## config.mk

```make
export PLATFORM = sky130hd
export DESIGN_NAME = xml_byte_stream_tokenizer_flat
export DESIGN_NICKNAME = d
export VERILOG_FILES = /design/src/hdl/xbt_pkg.sv /design/src/hdl/xbt_stream_if.sv /design/src/hdl/xbt_front.sv /design/src/hdl/xbt_queue.sv /design/src/hdl/xbt_back.sv /design/src/hdl/xml_byte_stream_tokenizer.sv /design/src/flat_wrapper.sv
export SDC_FILE = /design/constraint.sdc
export NUM_CORES = 1
export LEC_CHECK = 0
export BUFFER_PORTS_ARGS = -buffer_cell sky130_fd_sc_hd__clkbuf_2
export CAP_MARGIN = 0
export CORE_AREA = 4 4 274 276
export DETAILED_ROUTE_END_ITERATION = 12
export DIE_AREA = 0 0 278 280
export PLACE_DENSITY = 0.62
export SLEW_MARGIN = 20
export SYNTH_ARGS = -nofsm -noshare
export SYNTH_HDL_FRONTEND = slang
export SYNTH_SLANG_ARGS = --single-unit
```

## constraint.sdc

```tcl
create_clock -name clk -period 14.6 [get_ports clk]
set_input_delay 0.73 -clock clk [delete_from_list [all_inputs] [get_ports clk]]
set_output_delay 0.73 -clock clk [all_outputs]
set_load 0.005 [all_outputs]
```

## src/hdl/xbt_pkg.sv

```systemverilog
// Shared types and constants for the XML byte stream tokenizer.
// No dependencies; every module of the block imports this package.
package xbt_pkg;

  localparam int TEXT_CAP_DEF      = 256;
  localparam int NAME_CAP_DEF      = 64;
  localparam int ATTR_NAME_CAP_DEF = 64;

  localparam int MAX_EV = 6;
  localparam int QDEPTH = 4;
  localparam int QAW    = 2;

  localparam logic [4:0] EV_CMT_BYTE   = 5'd0;
  localparam logic [4:0] EV_CMT_END    = 5'd1;
  localparam logic [4:0] EV_DT_BYTE    = 5'd2;
  localparam logic [4:0] EV_DT_END     = 5'd3;
  localparam logic [4:0] EV_PI_BYTE    = 5'd4;
  localparam logic [4:0] EV_PI_END     = 5'd5;
  localparam logic [4:0] EV_TEXT_BYTE  = 5'd6;
  localparam logic [4:0] EV_TEXT_END   = 5'd7;
  localparam logic [4:0] EV_TAG_BYTE   = 5'd8;
  localparam logic [4:0] EV_ANAME_BYTE = 5'd9;
  localparam logic [4:0] EV_AVAL_BYTE  = 5'd10;
  localparam logic [4:0] EV_ATTR_END   = 5'd11;
  localparam logic [4:0] EV_START_CLS  = 5'd12;
  localparam logic [4:0] EV_EMPTY_CLS  = 5'd13;
  localparam logic [4:0] EV_END_BYTE   = 5'd14;
  localparam logic [4:0] EV_END_CLS    = 5'd15;
  localparam logic [4:0] EV_ERROR      = 5'd16;

  localparam logic [1:0] ERR_SYNTAX    = 2'd0;
  localparam logic [1:0] ERR_NAME_LEN  = 2'd1;
  localparam logic [1:0] ERR_VALUE_LEN = 2'd2;
  localparam logic [1:0] ERR_DEPTH     = 2'd3;

  // All events caused by one document byte, as handed from parser to serializer.
  typedef struct packed {
    logic [2:0]              n;
    logic [MAX_EV-1:0][4:0]  kind;
    logic [MAX_EV-1:0][7:0]  data;
    logic [31:0]             line;
    logic [31:0]             col;
    logic [1:0]              cause;
  } xbt_pkt_t;

endpackage

```

## src/hdl/xbt_stream_if.sv

```systemverilog
// Valid/ready channel interfaces for document bytes in and events out.
// Depends on nothing but the port widths given by the block's fields.
interface xbt_in_if;
  logic       valid;
  logic       ready;
  logic [7:0] doc_byte;
  logic       chunk_end;
  modport source(output valid, doc_byte, chunk_end, input ready);
  modport sink(input valid, doc_byte, chunk_end, output ready);
endinterface

interface xbt_out_if;
  logic        valid;
  logic        ready;
  logic [4:0]  event_kind;
  logic [7:0]  event_byte;
  logic        last_of_run;
  logic [31:0] line_number;
  logic [31:0] column_number;
  logic [1:0]  error_cause;
  modport source(output valid, event_kind, event_byte, last_of_run, line_number,
                 column_number, error_cause, input ready);
  modport sink(input valid, event_kind, event_byte, last_of_run, line_number,
               column_number, error_cause, output ready);
endinterface

```

## src/hdl/xbt_front.sv

```systemverilog
// Parser front end: accepts one document byte per beat and turns it into a packet
// of events. Depends on xbt_pkg and xbt_in_if.
module xbt_front #(
  parameter int TEXT_CAP      = xbt_pkg::TEXT_CAP_DEF,
  parameter int NAME_CAP      = xbt_pkg::NAME_CAP_DEF,
  parameter int ATTR_NAME_CAP = xbt_pkg::ATTR_NAME_CAP_DEF
) (
  input  logic             clk,
  input  logic             rst,
  xbt_in_if.sink           in_ch,
  input  logic             cfg_wr_en,
  input  logic             cfg_wr_data,
  input  logic             q_full,
  output logic             push,
  output xbt_pkg::xbt_pkt_t pkt
);
  import xbt_pkg::*;

  localparam int TW = $clog2(TEXT_CAP + 1);
  localparam int NW = $clog2(NAME_CAP);
  localparam int AW = $clog2(ATTR_NAME_CAP);

  typedef enum logic [5:0] {
    PROLOG, LT, BANG, CMT_DASH, CMT, CMT_D1, CMT_D2,
    D_O, D_C, D_T, D_Y, D_P, D_E, DT_SP, DT_NAME0, DT_BODY,
    COND, COND_B1, COND_B2, PI, PI_Q,
    TAG_NAME, TAG_WS, ATTR_NAME, ATTR_WS, ATTR_EQ, VAL0, VAL, VAL_END, EMPTY,
    TEXT, TEXT_LT, TEXT_BANG, CD_1, CD_2, CD_3, CD_4, CD_5, CD_OPEN,
    CDATA, CD_B1, CD_B2, ETAG0, ETAG_NAME, ETAG_WS, EPILOG, EP_LT, EP_BANG
  } state_t;

  state_t      ps, ps_next;
  logic [15:0] nd, nd_next;
  logic [TW-1:0] tc, tc_next;
  logic [NW-1:0] nc, nc_next;
  logic [AW-1:0] anc, anc_next;
  logic [7:0]  pc, pc_next, qc, qc_next;
  logic        rs, rs_next, err, err_next;
  logic [31:0] line_count, column_count;
  logic        dsn;

  logic [2:0]             en;
  logic [MAX_EV-1:0][4:0] ek;
  logic [MAX_EV-1:0][7:0] eb;
  logic [1:0]             cause;
  logic       g_flush, g_space, g_take, g_setpc;
  logic [1:0] g_npre;
  logic [2:0] g_need;
  logic [7:0] g_pre;
  logic [4:0] g_bk, g_ek;
  logic [7:0] c;
  logic       accept;

  function automatic logic is_ws(input logic [7:0] x);
    return x == 8'h20 || x == 8'h09 || x == 8'h0d || x == 8'h0a;
  endfunction

  function automatic logic is_char(input logic [7:0] x);
    return x == 8'h09 || x == 8'h0a || x == 8'h0d || x >= 8'h20;
  endfunction

  function automatic logic name_start(input logic [7:0] x, input logic d);
    return x == ":" || x == "_" || (x >= "A" && x <= "Z") || (x >= "a" && x <= "z") ||
           (d && x >= "0" && x <= "9") || (x >= 8'hc0 && x <= 8'hd6) ||
           (x >= 8'hd8 && x <= 8'hf6) || x >= 8'hf8;
  endfunction

  function automatic logic name_char(input logic [7:0] x, input logic d);
    return name_start(x, d) || x == "-" || x == "." || (x >= "0" && x <= "9") || x == 8'hb7;
  endfunction

  function automatic logic letter_is(input logic [7:0] x, input logic [7:0] u);
    return x == u || x == u + 8'd32;
  endfunction

  assign c = in_ch.doc_byte;
  assign in_ch.ready = !q_full;
  assign accept = in_ch.valid && !q_full;

  always_comb begin
    ps_next = ps; nd_next = nd; tc_next = tc; nc_next = nc; anc_next = anc;
    pc_next = pc; qc_next = qc; rs_next = rs; err_next = err;
    en = 3'd0; ek = '0; eb = '0; cause = ERR_SYNTAX;
    g_flush = 1'b0; g_space = 1'b0; g_take = 1'b0; g_setpc = 1'b0;
    g_npre = 2'd0; g_need = 3'd0; g_pre = 8'd0; g_bk = EV_TEXT_BYTE; g_ek = EV_TEXT_END;
    if (!err) begin
      case (ps)
        PROLOG: begin
          if (c == "<") ps_next = LT;
          else if (!is_ws(c)) err_next = 1'b1;
        end
        LT: begin
          if (name_start(c, dsn)) begin
            rs_next = 1'b1;
            ek[en] = EV_TAG_BYTE; eb[en] = c; en = en + 3'd1;
            nc_next = NW'(1); ps_next = TAG_NAME;
          end else if (c == "!") ps_next = BANG;
          else if (c == "?") begin
            tc_next = '0; pc_next = 8'd0; ps_next = PI;
          end else err_next = 1'b1;
        end
        BANG: begin
          if (c == "-") ps_next = CMT_DASH;
          else if (letter_is(c, "D")) ps_next = D_O;
          else if (c == "[") ps_next = COND;
          else err_next = 1'b1;
        end
        CMT_DASH: begin
          if (c == "-") begin
            tc_next = '0; pc_next = 8'd0; ps_next = CMT;
          end else err_next = 1'b1;
        end
        CMT: begin
          if (c == "-") ps_next = CMT_D1;
          else if (is_char(c)) begin
            g_bk = EV_CMT_BYTE; g_ek = EV_CMT_END; g_setpc = 1'b1;
            if (!is_ws(c)) begin
              g_flush = 1'b1; g_space = 1'b1; g_need = 3'd2; g_take = 1'b1;
            end
          end else err_next = 1'b1;
        end
        CMT_D1: begin
          if (c == "-") ps_next = CMT_D2;
          else if (is_char(c)) begin
            g_bk = EV_CMT_BYTE; g_ek = EV_CMT_END; g_setpc = 1'b1; g_flush = 1'b1;
            g_space = 1'b1; g_need = 3'd3; g_pre = "-"; g_npre = 2'd1;
            g_take = !is_ws(c); ps_next = CMT;
          end else err_next = 1'b1;
        end
        CMT_D2: begin
          if (c == ">") begin
            if (tc != '0) begin
              ek[en] = EV_CMT_END; en = en + 3'd1;
            end
            if (!rs) ps_next = PROLOG;
            else if (nd != 16'd0) begin
              tc_next = '0; pc_next = 8'd0; ps_next = TEXT;
            end else ps_next = EPILOG;
          end else if (c == "-") begin
            g_bk = EV_CMT_BYTE; g_ek = EV_CMT_END; g_setpc = 1'b1; g_flush = 1'b1;
            g_space = 1'b1; g_need = 3'd2; g_pre = "-"; g_npre = 2'd1;
          end else if (is_char(c)) begin
            g_bk = EV_CMT_BYTE; g_ek = EV_CMT_END; g_setpc = 1'b1; g_flush = 1'b1;
            g_space = 1'b1; g_need = 3'd4; g_pre = "-"; g_npre = 2'd2;
            g_take = !is_ws(c); ps_next = CMT;
          end else err_next = 1'b1;
        end
        D_O: if (letter_is(c, "O")) ps_next = D_C; else err_next = 1'b1;
        D_C: if (letter_is(c, "C")) ps_next = D_T; else err_next = 1'b1;
        D_T: if (letter_is(c, "T")) ps_next = D_Y; else err_next = 1'b1;
        D_Y: if (letter_is(c, "Y")) ps_next = D_P; else err_next = 1'b1;
        D_P: if (letter_is(c, "P")) ps_next = D_E; else err_next = 1'b1;
        D_E: if (letter_is(c, "E")) ps_next = DT_SP; else err_next = 1'b1;
        DT_SP: if (is_ws(c)) ps_next = DT_NAME0; else err_next = 1'b1;
        DT_NAME0: begin
          if (name_start(c, dsn)) begin
            ek[en] = EV_DT_BYTE; eb[en] = c; en = en + 3'd1;
            tc_next = TW'(1); pc_next = c; ps_next = DT_BODY;
          end else if (!is_ws(c)) err_next = 1'b1;
        end
        DT_BODY: begin
          if (c == ">") begin
            ek[en] = EV_DT_END; en = en + 3'd1; ps_next = PROLOG;
          end else if (is_char(c)) begin
            g_bk = EV_DT_BYTE; g_ek = EV_DT_END; g_setpc = 1'b1;
            if (!is_ws(c)) begin
              g_flush = 1'b1; g_space = 1'b1; g_need = 3'd2; g_take = 1'b1;
            end
          end else err_next = 1'b1;
        end
        COND: begin
          if (c == "]") ps_next = COND_B1;
          else if (!is_char(c)) err_next = 1'b1;
        end
        COND_B1: begin
          if (c == "]") ps_next = COND_B2;
          else if (is_char(c)) ps_next = COND;
          else err_next = 1'b1;
        end
        COND_B2: begin
          if (c == ">") ps_next = PROLOG;
          else if (is_char(c)) begin
            if (c != "]") ps_next = COND;
          end else err_next = 1'b1;
        end
        PI: begin
          if (c == "?") ps_next = PI_Q;
          else if (is_char(c)) begin
            g_bk = EV_PI_BYTE; g_ek = EV_PI_END; g_setpc = 1'b1;
            if (!is_ws(c)) begin
              g_flush = 1'b1; g_space = 1'b1; g_need = 3'd2; g_take = 1'b1;
            end
          end else err_next = 1'b1;
        end
        PI_Q: begin
          if (c == ">") begin
            if (tc != '0) begin
              ek[en] = EV_PI_END; en = en + 3'd1;
            end
            if (!rs) ps_next = PROLOG;
            else if (nd != 16'd0) begin
              tc_next = '0; pc_next = 8'd0; ps_next = TEXT;
            end else ps_next = EPILOG;
          end else if (c == "?") begin
            g_bk = EV_PI_BYTE; g_ek = EV_PI_END; g_setpc = 1'b1; g_flush = 1'b1;
            g_space = 1'b1; g_need = 3'd2; g_pre = "?"; g_npre = 2'd1;
          end else if (is_char(c)) begin
            g_bk = EV_PI_BYTE; g_ek = EV_PI_END; g_setpc = 1'b1; g_flush = 1'b1;
            g_space = 1'b1; g_need = 3'd3; g_pre = "?"; g_npre = 2'd1;
            g_take = !is_ws(c); ps_next = PI;
          end else err_next = 1'b1;
        end
        TAG_NAME, TAG_WS, VAL_END: begin
          if (ps == TAG_NAME && is_ws(c)) ps_next = TAG_WS;
          else if (ps == VAL_END && is_ws(c)) ps_next = TAG_WS;
          else if (ps == TAG_WS && name_start(c, dsn)) begin
            ek[en] = EV_ANAME_BYTE; eb[en] = c; en = en + 3'd1;
            anc_next = AW'(1); ps_next = ATTR_NAME;
          end else if (c == ">") begin
            if (nd == 16'hffff) begin
              err_next = 1'b1; cause = ERR_DEPTH;
            end else begin
              ek[en] = EV_START_CLS; en = en + 3'd1;
              nd_next = nd + 16'd1; tc_next = '0; pc_next = 8'd0; ps_next = TEXT;
            end
          end else if (c == "/") ps_next = EMPTY;
          else if (ps == TAG_NAME && name_char(c, dsn)) begin
            if (32'(nc) + 32'd1 >= 32'(NAME_CAP)) begin
              err_next = 1'b1; cause = ERR_NAME_LEN;
            end else begin
              ek[en] = EV_TAG_BYTE; eb[en] = c; en = en + 3'd1; nc_next = nc + NW'(1);
            end
          end else if (!(ps == TAG_WS && is_ws(c))) err_next = 1'b1;
        end
        ATTR_NAME: begin
          if (is_ws(c)) ps_next = ATTR_WS;
          else if (c == "=") ps_next = ATTR_EQ;
          else if (name_char(c, dsn)) begin
            if (32'(anc) + 32'd1 >= 32'(ATTR_NAME_CAP)) begin
              err_next = 1'b1; cause = ERR_NAME_LEN;
            end else begin
              ek[en] = EV_ANAME_BYTE; eb[en] = c; en = en + 3'd1; anc_next = anc + AW'(1);
            end
          end else err_next = 1'b1;
        end
        ATTR_WS: begin
          if (c == "=") ps_next = ATTR_EQ;
          else if (!is_ws(c)) err_next = 1'b1;
        end
        ATTR_EQ: begin
          if (c == "\"" || c == "'") begin
            qc_next = c; ps_next = VAL0;
          end else if (!is_ws(c)) err_next = 1'b1;
        end
        VAL0, VAL: begin
          if (c == qc) begin
            ek[en] = EV_ATTR_END; en = en + 3'd1; ps_next = VAL_END;
          end else if (is_char(c)) begin
            if (ps == VAL0) begin
              ek[en] = EV_AVAL_BYTE; eb[en] = c; en = en + 3'd1;
              tc_next = TW'(1); ps_next = VAL;
            end else if (32'(tc) + 32'd1 > 32'(TEXT_CAP)) begin
              err_next = 1'b1; cause = ERR_VALUE_LEN;
            end else begin
              ek[en] = EV_AVAL_BYTE; eb[en] = c; en = en + 3'd1; tc_next = tc + TW'(1);
            end
          end else err_next = 1'b1;
        end
        EMPTY: begin
          if (c == ">") begin
            ek[en] = EV_EMPTY_CLS; en = en + 3'd1;
            if (nd != 16'd0) begin
              tc_next = '0; pc_next = 8'd0; ps_next = TEXT;
            end else ps_next = EPILOG;
          end else err_next = 1'b1;
        end
        TEXT: begin
          if (c == "<") begin
            if (tc != '0) begin
              ek[en] = EV_TEXT_END; en = en + 3'd1;
            end
            ps_next = TEXT_LT;
          end else begin
            g_setpc = 1'b1;
            if (!is_ws(c)) begin
              g_flush = 1'b1; g_space = 1'b1; g_need = 3'd2; g_take = 1'b1;
            end
          end
        end
        TEXT_LT: begin
          if (name_start(c, dsn)) begin
            ek[en] = EV_TAG_BYTE; eb[en] = c; en = en + 3'd1;
            nc_next = NW'(1); ps_next = TAG_NAME;
          end else if (c == "!") ps_next = TEXT_BANG;
          else if (c == "?") begin
            tc_next = '0; pc_next = 8'd0; ps_next = PI;
          end else if (c == "/") ps_next = ETAG0;
          else err_next = 1'b1;
        end
        TEXT_BANG: begin
          if (c == "[") ps_next = CD_1;
          else if (c == "-") ps_next = CMT_DASH;
          else err_next = 1'b1;
        end
        CD_1: if (letter_is(c, "C")) ps_next = CD_2; else err_next = 1'b1;
        CD_2: if (letter_is(c, "D")) ps_next = CD_3; else err_next = 1'b1;
        CD_3: if (letter_is(c, "A")) ps_next = CD_4; else err_next = 1'b1;
        CD_4: if (letter_is(c, "T")) ps_next = CD_5; else err_next = 1'b1;
        CD_5: if (letter_is(c, "A")) ps_next = CD_OPEN; else err_next = 1'b1;
        CD_OPEN: begin
          if (c == "[") begin
            if (is_ws(pc) && tc != '0) begin
              ek[en] = EV_TEXT_BYTE; eb[en] = 8'h20; en = en + 3'd1; tc_next = TW'(1);
            end else tc_next = '0;
            ps_next = CDATA;
          end else err_next = 1'b1;
        end
        CDATA: begin
          if (c == "]") ps_next = CD_B1;
          else if (is_char(c)) begin
            g_flush = 1'b1; g_need = 3'd1; g_take = 1'b1;
          end else err_next = 1'b1;
        end
        CD_B1: begin
          if (c == "]") ps_next = CD_B2;
          else if (is_char(c)) begin
            g_flush = 1'b1; g_need = 3'd2; g_pre = "]"; g_npre = 2'd1; g_take = 1'b1;
            ps_next = CDATA;
          end else err_next = 1'b1;
        end
        CD_B2: begin
          if (c == ">") begin
            pc_next = 8'd0; ps_next = TEXT;
          end else if (c == "]") begin
            g_flush = 1'b1; g_need = 3'd1; g_pre = "]"; g_npre = 2'd1;
          end else if (is_char(c)) begin
            g_flush = 1'b1; g_need = 3'd3; g_pre = "]"; g_npre = 2'd2; g_take = 1'b1;
            ps_next = CDATA;
          end else err_next = 1'b1;
        end
        ETAG0: begin
          if (name_start(c, dsn)) begin
            ek[en] = EV_END_BYTE; eb[en] = c; en = en + 3'd1;
            nc_next = NW'(1); ps_next = ETAG_NAME;
          end else err_next = 1'b1;
        end
        ETAG_NAME, ETAG_WS: begin
          if (c == ">") begin
            ek[en] = EV_END_CLS; en = en + 3'd1;
            if (nd > 16'd1) begin
              nd_next = nd - 16'd1; tc_next = '0; pc_next = 8'd0; ps_next = TEXT;
            end else begin
              nd_next = 16'd0; ps_next = EPILOG;
            end
          end else if (ps == ETAG_NAME && name_char(c, dsn)) begin
            if (32'(nc) + 32'd1 >= 32'(NAME_CAP)) begin
              err_next = 1'b1; cause = ERR_NAME_LEN;
            end else begin
              ek[en] = EV_END_BYTE; eb[en] = c; en = en + 3'd1; nc_next = nc + NW'(1);
            end
          end else if (is_ws(c)) ps_next = ETAG_WS;
          else err_next = 1'b1;
        end
        EPILOG: begin
          if (c == "<") ps_next = EP_LT;
          else if (!is_ws(c)) err_next = 1'b1;
        end
        EP_LT: begin
          if (c == "!") ps_next = EP_BANG;
          else if (c == "?") begin
            tc_next = '0; pc_next = 8'd0; ps_next = PI;
          end else err_next = 1'b1;
        end
        EP_BANG: if (c == "-") ps_next = CMT_DASH; else err_next = 1'b1;
        default: err_next = 1'b1;
      endcase

      // Shared text path: segment flush, collapsed space, prefix bytes, kept byte.
      if (!err_next) begin
        if (g_flush && 32'(tc_next) + 32'(g_need) > 32'(TEXT_CAP)) begin
          ek[en] = g_ek; en = en + 3'd1; tc_next = '0;
        end
        if (g_space && is_ws(pc) && tc_next != '0) begin
          ek[en] = g_bk; eb[en] = 8'h20; en = en + 3'd1; tc_next = tc_next + TW'(1);
        end
        if (g_npre != 2'd0) begin
          ek[en] = g_bk; eb[en] = g_pre; en = en + 3'd1; tc_next = tc_next + TW'(1);
        end
        if (g_npre == 2'd2) begin
          ek[en] = g_bk; eb[en] = g_pre; en = en + 3'd1; tc_next = tc_next + TW'(1);
        end
        if (g_take) begin
          ek[en] = g_bk; eb[en] = c; en = en + 3'd1; tc_next = tc_next + TW'(1);
        end
        if (g_setpc) pc_next = c;
      end else begin
        en = 3'd1; ek = '0; eb = '0; ek[0] = EV_ERROR;
      end
    end
  end

  always_comb begin
    pkt.n     = en;
    pkt.kind  = ek;
    pkt.data  = eb;
    pkt.line  = line_count;
    pkt.col   = column_count;
    pkt.cause = err_next ? cause : ERR_SYNTAX;
  end

  assign push = accept && en != 3'd0;

  always_ff @(posedge clk) begin
    if (rst) begin
      ps <= PROLOG; nd <= '0; tc <= '0; nc <= '0; anc <= '0; pc <= '0; qc <= '0;
      rs <= 1'b0; err <= 1'b0; line_count <= 32'd1; column_count <= 32'd1; dsn <= 1'b0;
    end else begin
      if (cfg_wr_en) dsn <= cfg_wr_data;
      if (accept && !err) begin
        err <= err_next;
        if (!err_next) begin
          ps <= ps_next; nd <= nd_next; tc <= tc_next; nc <= nc_next; anc <= anc_next;
          pc <= pc_next; qc <= qc_next; rs <= rs_next;
          if (c == 8'h0a) begin
            if (line_count != 32'hffff_ffff) line_count <= line_count + 32'd1;
            column_count <= 32'd1;
          end else if (column_count != 32'hffff_ffff) begin
            column_count <= column_count + 32'd1;
          end
        end
      end
    end
  end

  a_quiet_after_error: assert property (@(posedge clk) disable iff (rst) err |-> !push)
    else $error("event packet pushed after a sticky error");
  a_error_alone: assert property (@(posedge clk) disable iff (rst)
    $rose(err) |-> $past(push && pkt.n == 3'd1 && pkt.kind[0] == EV_ERROR))
    else $error("error raised without a lone error event");
  a_pkt_size: assert property (@(posedge clk) disable iff (rst)
    push |-> pkt.n <= 3'(MAX_EV))
    else $error("event packet larger than the event limit");

endmodule

```

## src/hdl/xbt_queue.sv

```systemverilog
// Small packet FIFO between the parser and the event serializer.
// Depends on xbt_pkg.
module xbt_queue (
  input  logic              clk,
  input  logic              rst,
  input  logic              push,
  input  xbt_pkg::xbt_pkt_t wr_pkt,
  input  logic              pop,
  output xbt_pkg::xbt_pkt_t head,
  output logic              full,
  output logic              empty
);
  import xbt_pkg::*;

  xbt_pkt_t       mem [QDEPTH];
  logic [QAW-1:0] wr_ptr, rd_ptr;
  logic [QAW:0]   count;

  assign full  = count == (QAW+1)'(QDEPTH);
  assign empty = count == '0;
  assign head  = mem[rd_ptr];

  always_ff @(posedge clk) begin
    if (push && !full) mem[wr_ptr] <= wr_pkt;
  end

  always_ff @(posedge clk) begin
    if (rst) begin
      wr_ptr <= '0; rd_ptr <= '0; count <= '0;
    end else begin
      if (push && !full) wr_ptr <= wr_ptr + QAW'(1);
      if (pop && !empty) rd_ptr <= rd_ptr + QAW'(1);
      count <= count + (QAW+1)'(push && !full) - (QAW+1)'(pop && !empty);
    end
  end

  a_no_overflow: assert property (@(posedge clk) disable iff (rst) push |-> !full)
    else $error("push into a full queue");
  a_no_underflow: assert property (@(posedge clk) disable iff (rst) pop |-> !empty)
    else $error("pop from an empty queue");
  a_count_step: assert property (@(posedge clk) disable iff (rst)
    count != $past(count) |-> $past(push) || $past(pop))
    else $error("queue count moved without a push or pop");

endmodule

```

## src/hdl/xbt_back.sv

```systemverilog
// Event serializer: walks the head packet and drives one event per output beat
// from an output register. Depends on xbt_pkg and xbt_out_if.
module xbt_back (
  input  logic              clk,
  input  logic              rst,
  input  xbt_pkg::xbt_pkt_t head,
  input  logic              empty,
  output logic              pop,
  xbt_out_if.source         out_ch
);
  import xbt_pkg::*;

  logic [2:0] idx;
  logic       load, last;

  assign load = !empty && (!out_ch.valid || out_ch.ready);
  assign last = idx == head.n - 3'd1;
  assign pop  = load && last;

  always_ff @(posedge clk) begin
    if (rst) begin
      out_ch.valid <= 1'b0;
      idx <= '0;
    end else begin
      if (load) begin
        out_ch.valid <= 1'b1;
        idx <= last ? 3'd0 : idx + 3'd1;
      end else if (out_ch.ready) begin
        out_ch.valid <= 1'b0;
      end
    end
  end

  always_ff @(posedge clk) begin
    if (load) begin
      out_ch.event_kind    <= head.kind[idx];
      out_ch.event_byte    <= head.data[idx];
      out_ch.last_of_run   <= last;
      out_ch.line_number   <= head.line;
      out_ch.column_number <= head.col;
      out_ch.error_cause   <= (head.kind[idx] == EV_ERROR) ? head.cause : ERR_SYNTAX;
    end
  end

  a_idx_in_packet: assert property (@(posedge clk) disable iff (rst)
    !empty |-> idx < head.n)
    else $error("serializer index beyond packet size");
  a_error_ends_run: assert property (@(posedge clk) disable iff (rst)
    out_ch.valid && out_ch.event_kind == EV_ERROR |-> out_ch.last_of_run)
    else $error("error event not last of its run");
  a_cause_only_on_error: assert property (@(posedge clk) disable iff (rst)
    out_ch.valid && out_ch.event_kind != EV_ERROR |-> out_ch.error_cause == ERR_SYNTAX)
    else $error("error cause set on a non-error event");

endmodule

```

## src/hdl/xml_byte_stream_tokenizer.sv

```systemverilog
// Top level of the XML byte stream tokenizer: parser, packet queue, serializer.
// Depends on xbt_pkg, xbt_stream_if, xbt_front, xbt_queue and xbt_back.
//
// Document bytes arrive on in_ch, one per beat; token events leave on out_ch,
// one per beat, each carrying the line and column of the byte that caused it.
// The last event of a byte has last_of_run set; bytes that cause no event
// produce no beat. The parser takes a byte every cycle while its packet queue
// (four packets) has room, so input runs at one byte per cycle.
// A byte's events pass through the packet queue and then the output register
// before they reach out_ch. The serializer sends one event per cycle while
// out_ch is ready; a byte that causes any event causes one to five.
// When out_ch stalls, the output register holds its event, the queue fills and
// in_ch.ready drops; nothing is lost. A syntax or limit error gives one error
// event and then every later byte is consumed silently until reset.
// Reset (rst, synchronous) returns the parser to the prolog, line and column
// to 1, clears the error and the queue, and sets digits_start_names to 0.
// cfg_wr_en/cfg_wr_data write digits_start_names; write it only while idle.
module xml_byte_stream_tokenizer #(
  parameter int TEXT_CAP      = xbt_pkg::TEXT_CAP_DEF,
  parameter int NAME_CAP      = xbt_pkg::NAME_CAP_DEF,
  parameter int ATTR_NAME_CAP = xbt_pkg::ATTR_NAME_CAP_DEF
) (
  input  logic       clk,
  input  logic       rst,
  xbt_in_if.sink     in_ch,
  xbt_out_if.source  out_ch,
  input  logic       cfg_wr_en,
  input  logic       cfg_wr_data
);
  import xbt_pkg::*;

  xbt_pkt_t wr_pkt, head;
  logic     push, pop, full, empty;

  xbt_front #(
    .TEXT_CAP(TEXT_CAP), .NAME_CAP(NAME_CAP), .ATTR_NAME_CAP(ATTR_NAME_CAP)
  ) u_front (
    .clk(clk), .rst(rst), .in_ch(in_ch), .cfg_wr_en(cfg_wr_en),
    .cfg_wr_data(cfg_wr_data), .q_full(full), .push(push), .pkt(wr_pkt)
  );

  xbt_queue u_queue (
    .clk(clk), .rst(rst), .push(push), .wr_pkt(wr_pkt), .pop(pop),
    .head(head), .full(full), .empty(empty)
  );

  xbt_back u_back (
    .clk(clk), .rst(rst), .head(head), .empty(empty), .pop(pop), .out_ch(out_ch)
  );

endmodule
```

## src/flat_wrapper.sv

```systemverilog
// flat-port wrapper written by rule: the top's interface ports become plain ports
module xml_byte_stream_tokenizer_flat import xbt_pkg::*;
#(
  parameter int TEXT_CAP      = xbt_pkg::TEXT_CAP_DEF,
  parameter int NAME_CAP      = xbt_pkg::NAME_CAP_DEF,
  parameter int ATTR_NAME_CAP = xbt_pkg::ATTR_NAME_CAP_DEF
)
  (clk, rst, cfg_wr_en, cfg_wr_data, in_ch_valid, in_ch_doc_byte, in_ch_chunk_end, in_ch_ready, out_ch_valid, out_ch_event_kind, out_ch_event_byte, out_ch_last_of_run, out_ch_line_number, out_ch_column_number, out_ch_error_cause, out_ch_ready);
  xbt_in_if in_ch_i ();
  xbt_out_if out_ch_i ();
  input  logic clk;
  input  logic rst;
  input  logic cfg_wr_en;
  input  logic cfg_wr_data;
  input wire logic [$bits(in_ch_i.valid)-1:0] in_ch_valid;
  input wire logic [$bits(in_ch_i.doc_byte)-1:0] in_ch_doc_byte;
  input wire logic [$bits(in_ch_i.chunk_end)-1:0] in_ch_chunk_end;
  output wire logic [$bits(in_ch_i.ready)-1:0] in_ch_ready;
  output wire logic [$bits(out_ch_i.valid)-1:0] out_ch_valid;
  output wire logic [$bits(out_ch_i.event_kind)-1:0] out_ch_event_kind;
  output wire logic [$bits(out_ch_i.event_byte)-1:0] out_ch_event_byte;
  output wire logic [$bits(out_ch_i.last_of_run)-1:0] out_ch_last_of_run;
  output wire logic [$bits(out_ch_i.line_number)-1:0] out_ch_line_number;
  output wire logic [$bits(out_ch_i.column_number)-1:0] out_ch_column_number;
  output wire logic [$bits(out_ch_i.error_cause)-1:0] out_ch_error_cause;
  input wire logic [$bits(out_ch_i.ready)-1:0] out_ch_ready;
  assign in_ch_i.valid = in_ch_valid;
  assign in_ch_i.doc_byte = in_ch_doc_byte;
  assign in_ch_i.chunk_end = in_ch_chunk_end;
  assign in_ch_ready = in_ch_i.ready;
  assign out_ch_valid = out_ch_i.valid;
  assign out_ch_event_kind = out_ch_i.event_kind;
  assign out_ch_event_byte = out_ch_i.event_byte;
  assign out_ch_last_of_run = out_ch_i.last_of_run;
  assign out_ch_line_number = out_ch_i.line_number;
  assign out_ch_column_number = out_ch_i.column_number;
  assign out_ch_error_cause = out_ch_i.error_cause;
  assign out_ch_i.ready = out_ch_ready;
  xml_byte_stream_tokenizer #(.TEXT_CAP(TEXT_CAP), .NAME_CAP(NAME_CAP), .ATTR_NAME_CAP(ATTR_NAME_CAP)) u_core (.clk(clk), .rst(rst), .in_ch(in_ch_i), .out_ch(out_ch_i), .cfg_wr_en(cfg_wr_en), .cfg_wr_data(cfg_wr_data));
endmodule
```

==> out/metrics.yaml <==
power:
  p_per_area_mw_per_mm2: 133
  pwr-share-seq_pct: 49.8
  pwr-share-comb_pct: 12.0
  p_int_mw: 3.99
  p_leak_nw: 13.3
  total_power_mw: 5.25
  switching_share_pct: 23.9
  p_switching_mw: 1.26
  p_clk_share_pct: 38.2
  ir_worst_vdd_v: 0.0000890
global_route:
  grt.total_usage_pct: 23.0
  grt_pass1_vias: 23100
  gr-total-overflow: 0
  grt_antenna_before_repair: 0
  grt_first_pass_wirelength_microns: 140000
  grt_max_degree: 87
drt:
  drt_first_pass_iters: 5
  wl_microns: 90400
  drt-wirelength-per-cell_microns: 23.7
  vias: 23500
  drc_errors: 0
  drtIter0Drc: 2155
  drtAntennaViolNets: 0
  viasPerCell: 6.14
cts:
  clock-sinks: 751
  cts_inserted_buffers: 78
  cts_resized: 0
  htree_levels: 3
  cts_hold_buf: 0
  clk_pin_slew_worst_paths_ps: 60
  cts_setup_buffers: 0
  clk_latency_ps: 650
  root_buffer: "clkbuf_16"
  cts_tree: "yes"
  cts_buffer_depth: 3
floorplanning:
  io_pins: 97
  die_area_sq_mm: 0.0778
  start_util_pct: 48.7
  rows: 99
  die_x_microns: 278
  die_h_microns: 280
  core_sq_mm: 0.0726
synthesis:
  synth_compound_area_share_pct: 9.91
  syn_nets: 2780
  synth_fa_ha_area_share_pct: 1.30
  synthXorXnorAreaFrac_pct: 2.86
  ys_warn_count: 0
  synth.distinct_cells: 127
  synth.area.mux_share_pct: 9.95
  synth_top_family_by_area: "simple AND/OR/NAND/NOR gates"
  synth-simple-area-share_pct: 13.5
  synth_cells: 2730
  synth_seq_cells: 751
  seq_area_frac_synth_pct: 59.9
  syn_avg_cell_area_sq_um: 12.9
  synthArstFlopShare_pct: 0
  syn-cell-area_sq_mm: 0.0353
  synth_ff_type: "edfxtp_1"
  synth_edf_count: 612
finish:
  nFillCells: 6011
  final_area_sq_mm: 0.0394
  drive_gt1_share_pct: 17.5
  multi_input_area_sq_mm: 0.0133
  diodes: 0
  utilization_pct: 54.3
  instances_no_fill: 3819
  register_area_sq_mm: 0.0212
  layout.nets: 2846
  synthToLayoutAreaGrowth_pct: 11.6
hold_path:
  min_from: "cfg_wr_data"
  holdPathStages: 3
  hp-class: "in -> reg"
  holdPathEnd: "u_core.u_front.dsn"
timing:
  max_slew.worst_pin.slew_ps: 1140
  hold_slack_ps: 356
  min_period_ps: 12090
  fin_skew_ps: 53.7
  hold_viol_final: 0
  worst_slack_ps: 2510
  setup_viol: 0
  report.final.slew_viol_count: 0
  max_freq_mhz: 82.7
  min_period_over_period_pct: 82.8
  rsz0062_at_grt: "false"
  tns_ps: 0
  slew_headroom_pct: 23.9
place:
  post-place-cells: 3675
  place.gp.congestion: 0.962
  port_buffers: 95
  dpl_cell_area_sq_mm: 0.0368
  dp_slack_ps: 2400
  dpl.hpwl_microns: 60100
setup_path:
  cp_slowest_cell: "and2_4"
  r2r_setup_slack_ps: 2510
  arrival_ps: 12340
  regToRegStartpoint: "u_core.u_front.ps[1]"
  required_ps: 14850
  worstPathMaxFanout: 54
  endpoint_kind: "register"
  slowest_delay_ps: 770
  r2r_end: "u_core.u_queue.mem[3][71]"
  crit_path_start_kind: "register"
  r2r_cells: 37
  path_class: "reg -> reg"
run:
  drv_cap: 0
outcome:
  status: "finished, final reports clean"
## registers in the layout, summed over array words and instances, names as in the netlist, 3 cells and up, named ones only
| signal | cells |
|---|---|
| u_core.u_queue.mem | 532 |
| u_core.u_back.out_ch.column_number | 32 |
| u_core.u_back.out_ch.line_number | 32 |
| u_core.u_front.column_count | 32 |
| u_core.u_front.line_count | 32 |
| u_core.u_front.nd | 16 |
| u_core.u_front.tc | 9 |
| u_core.u_back.out_ch.event_byte | 8 |
| u_core.u_front.pc | 8 |
| u_core.u_front.qc | 8 |
| u_core.u_front.anc | 6 |
| u_core.u_front.nc | 6 |
| u_core.u_front.ps | 6 |
| u_core.u_back.out_ch.event_kind | 5 |
| u_core.u_back.idx | 3 |
| u_core.u_queue.count | 3 |
## placed cells by master (no fill, tap or decap), types with 38 or more instances in the layout
cell,netlist,layout
o21ai_0,95,94
nand3_1,92,92
and3_1,38,38
mux4_2,143,143
dfxtp_1,139,136
inv_1,55,55
clkbuf_2,1,94
clkbuf_16,0,78
nor2_1,273,273
nand2_1,194,194
a21oi_1,142,141
edfxtp_1,612,612
buf_4,3,49
xor2_1,74,74
nor3_1,69,69
## cell families after synthesis
family,count (synthesis)
and+or+nand+nor,933
DFF,751
AOI/OAI and AO/OA,510
buffers and inverters,219
muxes,171
xor gates and xnor gates,111
adders and majority gates,35
## routing by layer
layer  up-vias  track usage, %  wire length [microns]
met2       837            38.0                  43900
met1     11800            31.7                  38700
li1      10700               -                      -
met4         0            7.50                   3050
met3       179            3.27                   4710
met5         -               0                      0
## cells in the mapped netlist, types with 7 or more instances
cell / n / share of area [%]
a211oi_1: 17 / 0.36
a21o_1: 8 / 0.17
a21oi_1: 142 / 2.0
a22oi_1: 23 / 0.49
a31oi_1: 26 / 0.46
a32oi_1: 8 / 0.20
and2_1: 29 / 0.51
and3_1: 38 / 0.67
and4_1: 8 / 0.20
buf_1: 19 / 0.20
buf_2: 30 / 0.43
clkbuf_1: 104 / 1.1
dfxtp_1: 139 / 7.9
edfxtp_1: 612 / 52
ha_1: 32 / 1.1
inv_1: 55 / 0.58
mux2i_1: 26 / 0.74
mux4_2: 143 / 9.1
nand2_1: 194 / 2.1
nand2b_1: 22 / 0.39
nand3_1: 92 / 1.3
nand3b_1: 11 / 0.23
nand4_1: 32 / 0.57
nor2_1: 273 / 2.9
nor2b_1: 23 / 0.41
nor3_1: 69 / 0.98
nor3b_1: 8 / 0.17
nor4_1: 25 / 0.44
o211ai_1: 15 / 0.32
o21a_1: 21 / 0.45
o21ai_0: 95 / 1.3
o21ai_1: 7 / 0.099
o22ai_1: 21 / 0.37
o31ai_1: 11 / 0.23
or2_2: 9 / 0.16
or3_1: 31 / 0.55
or4_1: 14 / 0.30
xnor2_1: 32 / 0.79
xor2_1: 74 / 1.8
## power by group through the flow
stage,logic [mW],registers (mW),clock network (mW)
after CTS,0.655,2.62,2.05
final,0.630,2.62,2.00
after detailed placement,0.654,2.67,0
after global placement,0.646,2.66,0
after floorplan,0.386,2.68,0
after global routing,0.691,2.64,2.15
## layout make-up
cell class	count	area share (%)
timing repair buffer	147	2.31
clock inverter	33	1.27
multi-input combinational	1760	33.7
tap	959	3.04
clock buffer	111	5.44
inverter	58	0.552
sequential	751	53.7
## worst max-delay path, delay by kind of cell, from the launching register on
kind / cells / cell delay, ps
xor+xnor: 1 / 170
fa+ha+maj: 7 / 2660
mux: 1 / 570
buf+inv: 6 / 1390
compound gates: 9 / 3310
flops: 1 / 700
simple gates: 13 / 2840
## worst max-delay path by stage
stage | cells past startpoint | slack (ps) | end | startpoint
final | 37 | 2510 | u_core.u_queue.mem[3][71] | u_core.u_front.ps[1]
after detailed placement | 39 | 2400 | u_core.u_queue.mem[2][31] | in_ch_doc_byte[2]
after global routing | 37 | 1560 | u_core.u_queue.mem[1][7] | u_core.u_front.ps[1]
after CTS | 37 | 2550 | u_core.u_queue.mem[3][70] | u_core.u_front.ps[1]
after floorplan | 41 | 2840 | u_core.u_queue.mem[0][0] | in_ch_doc_byte[7]
after global placement | 39 | 2580 | u_core.u_queue.mem[1][62] | in_ch_doc_byte[2]
Power figures use the tool's default switching activity.
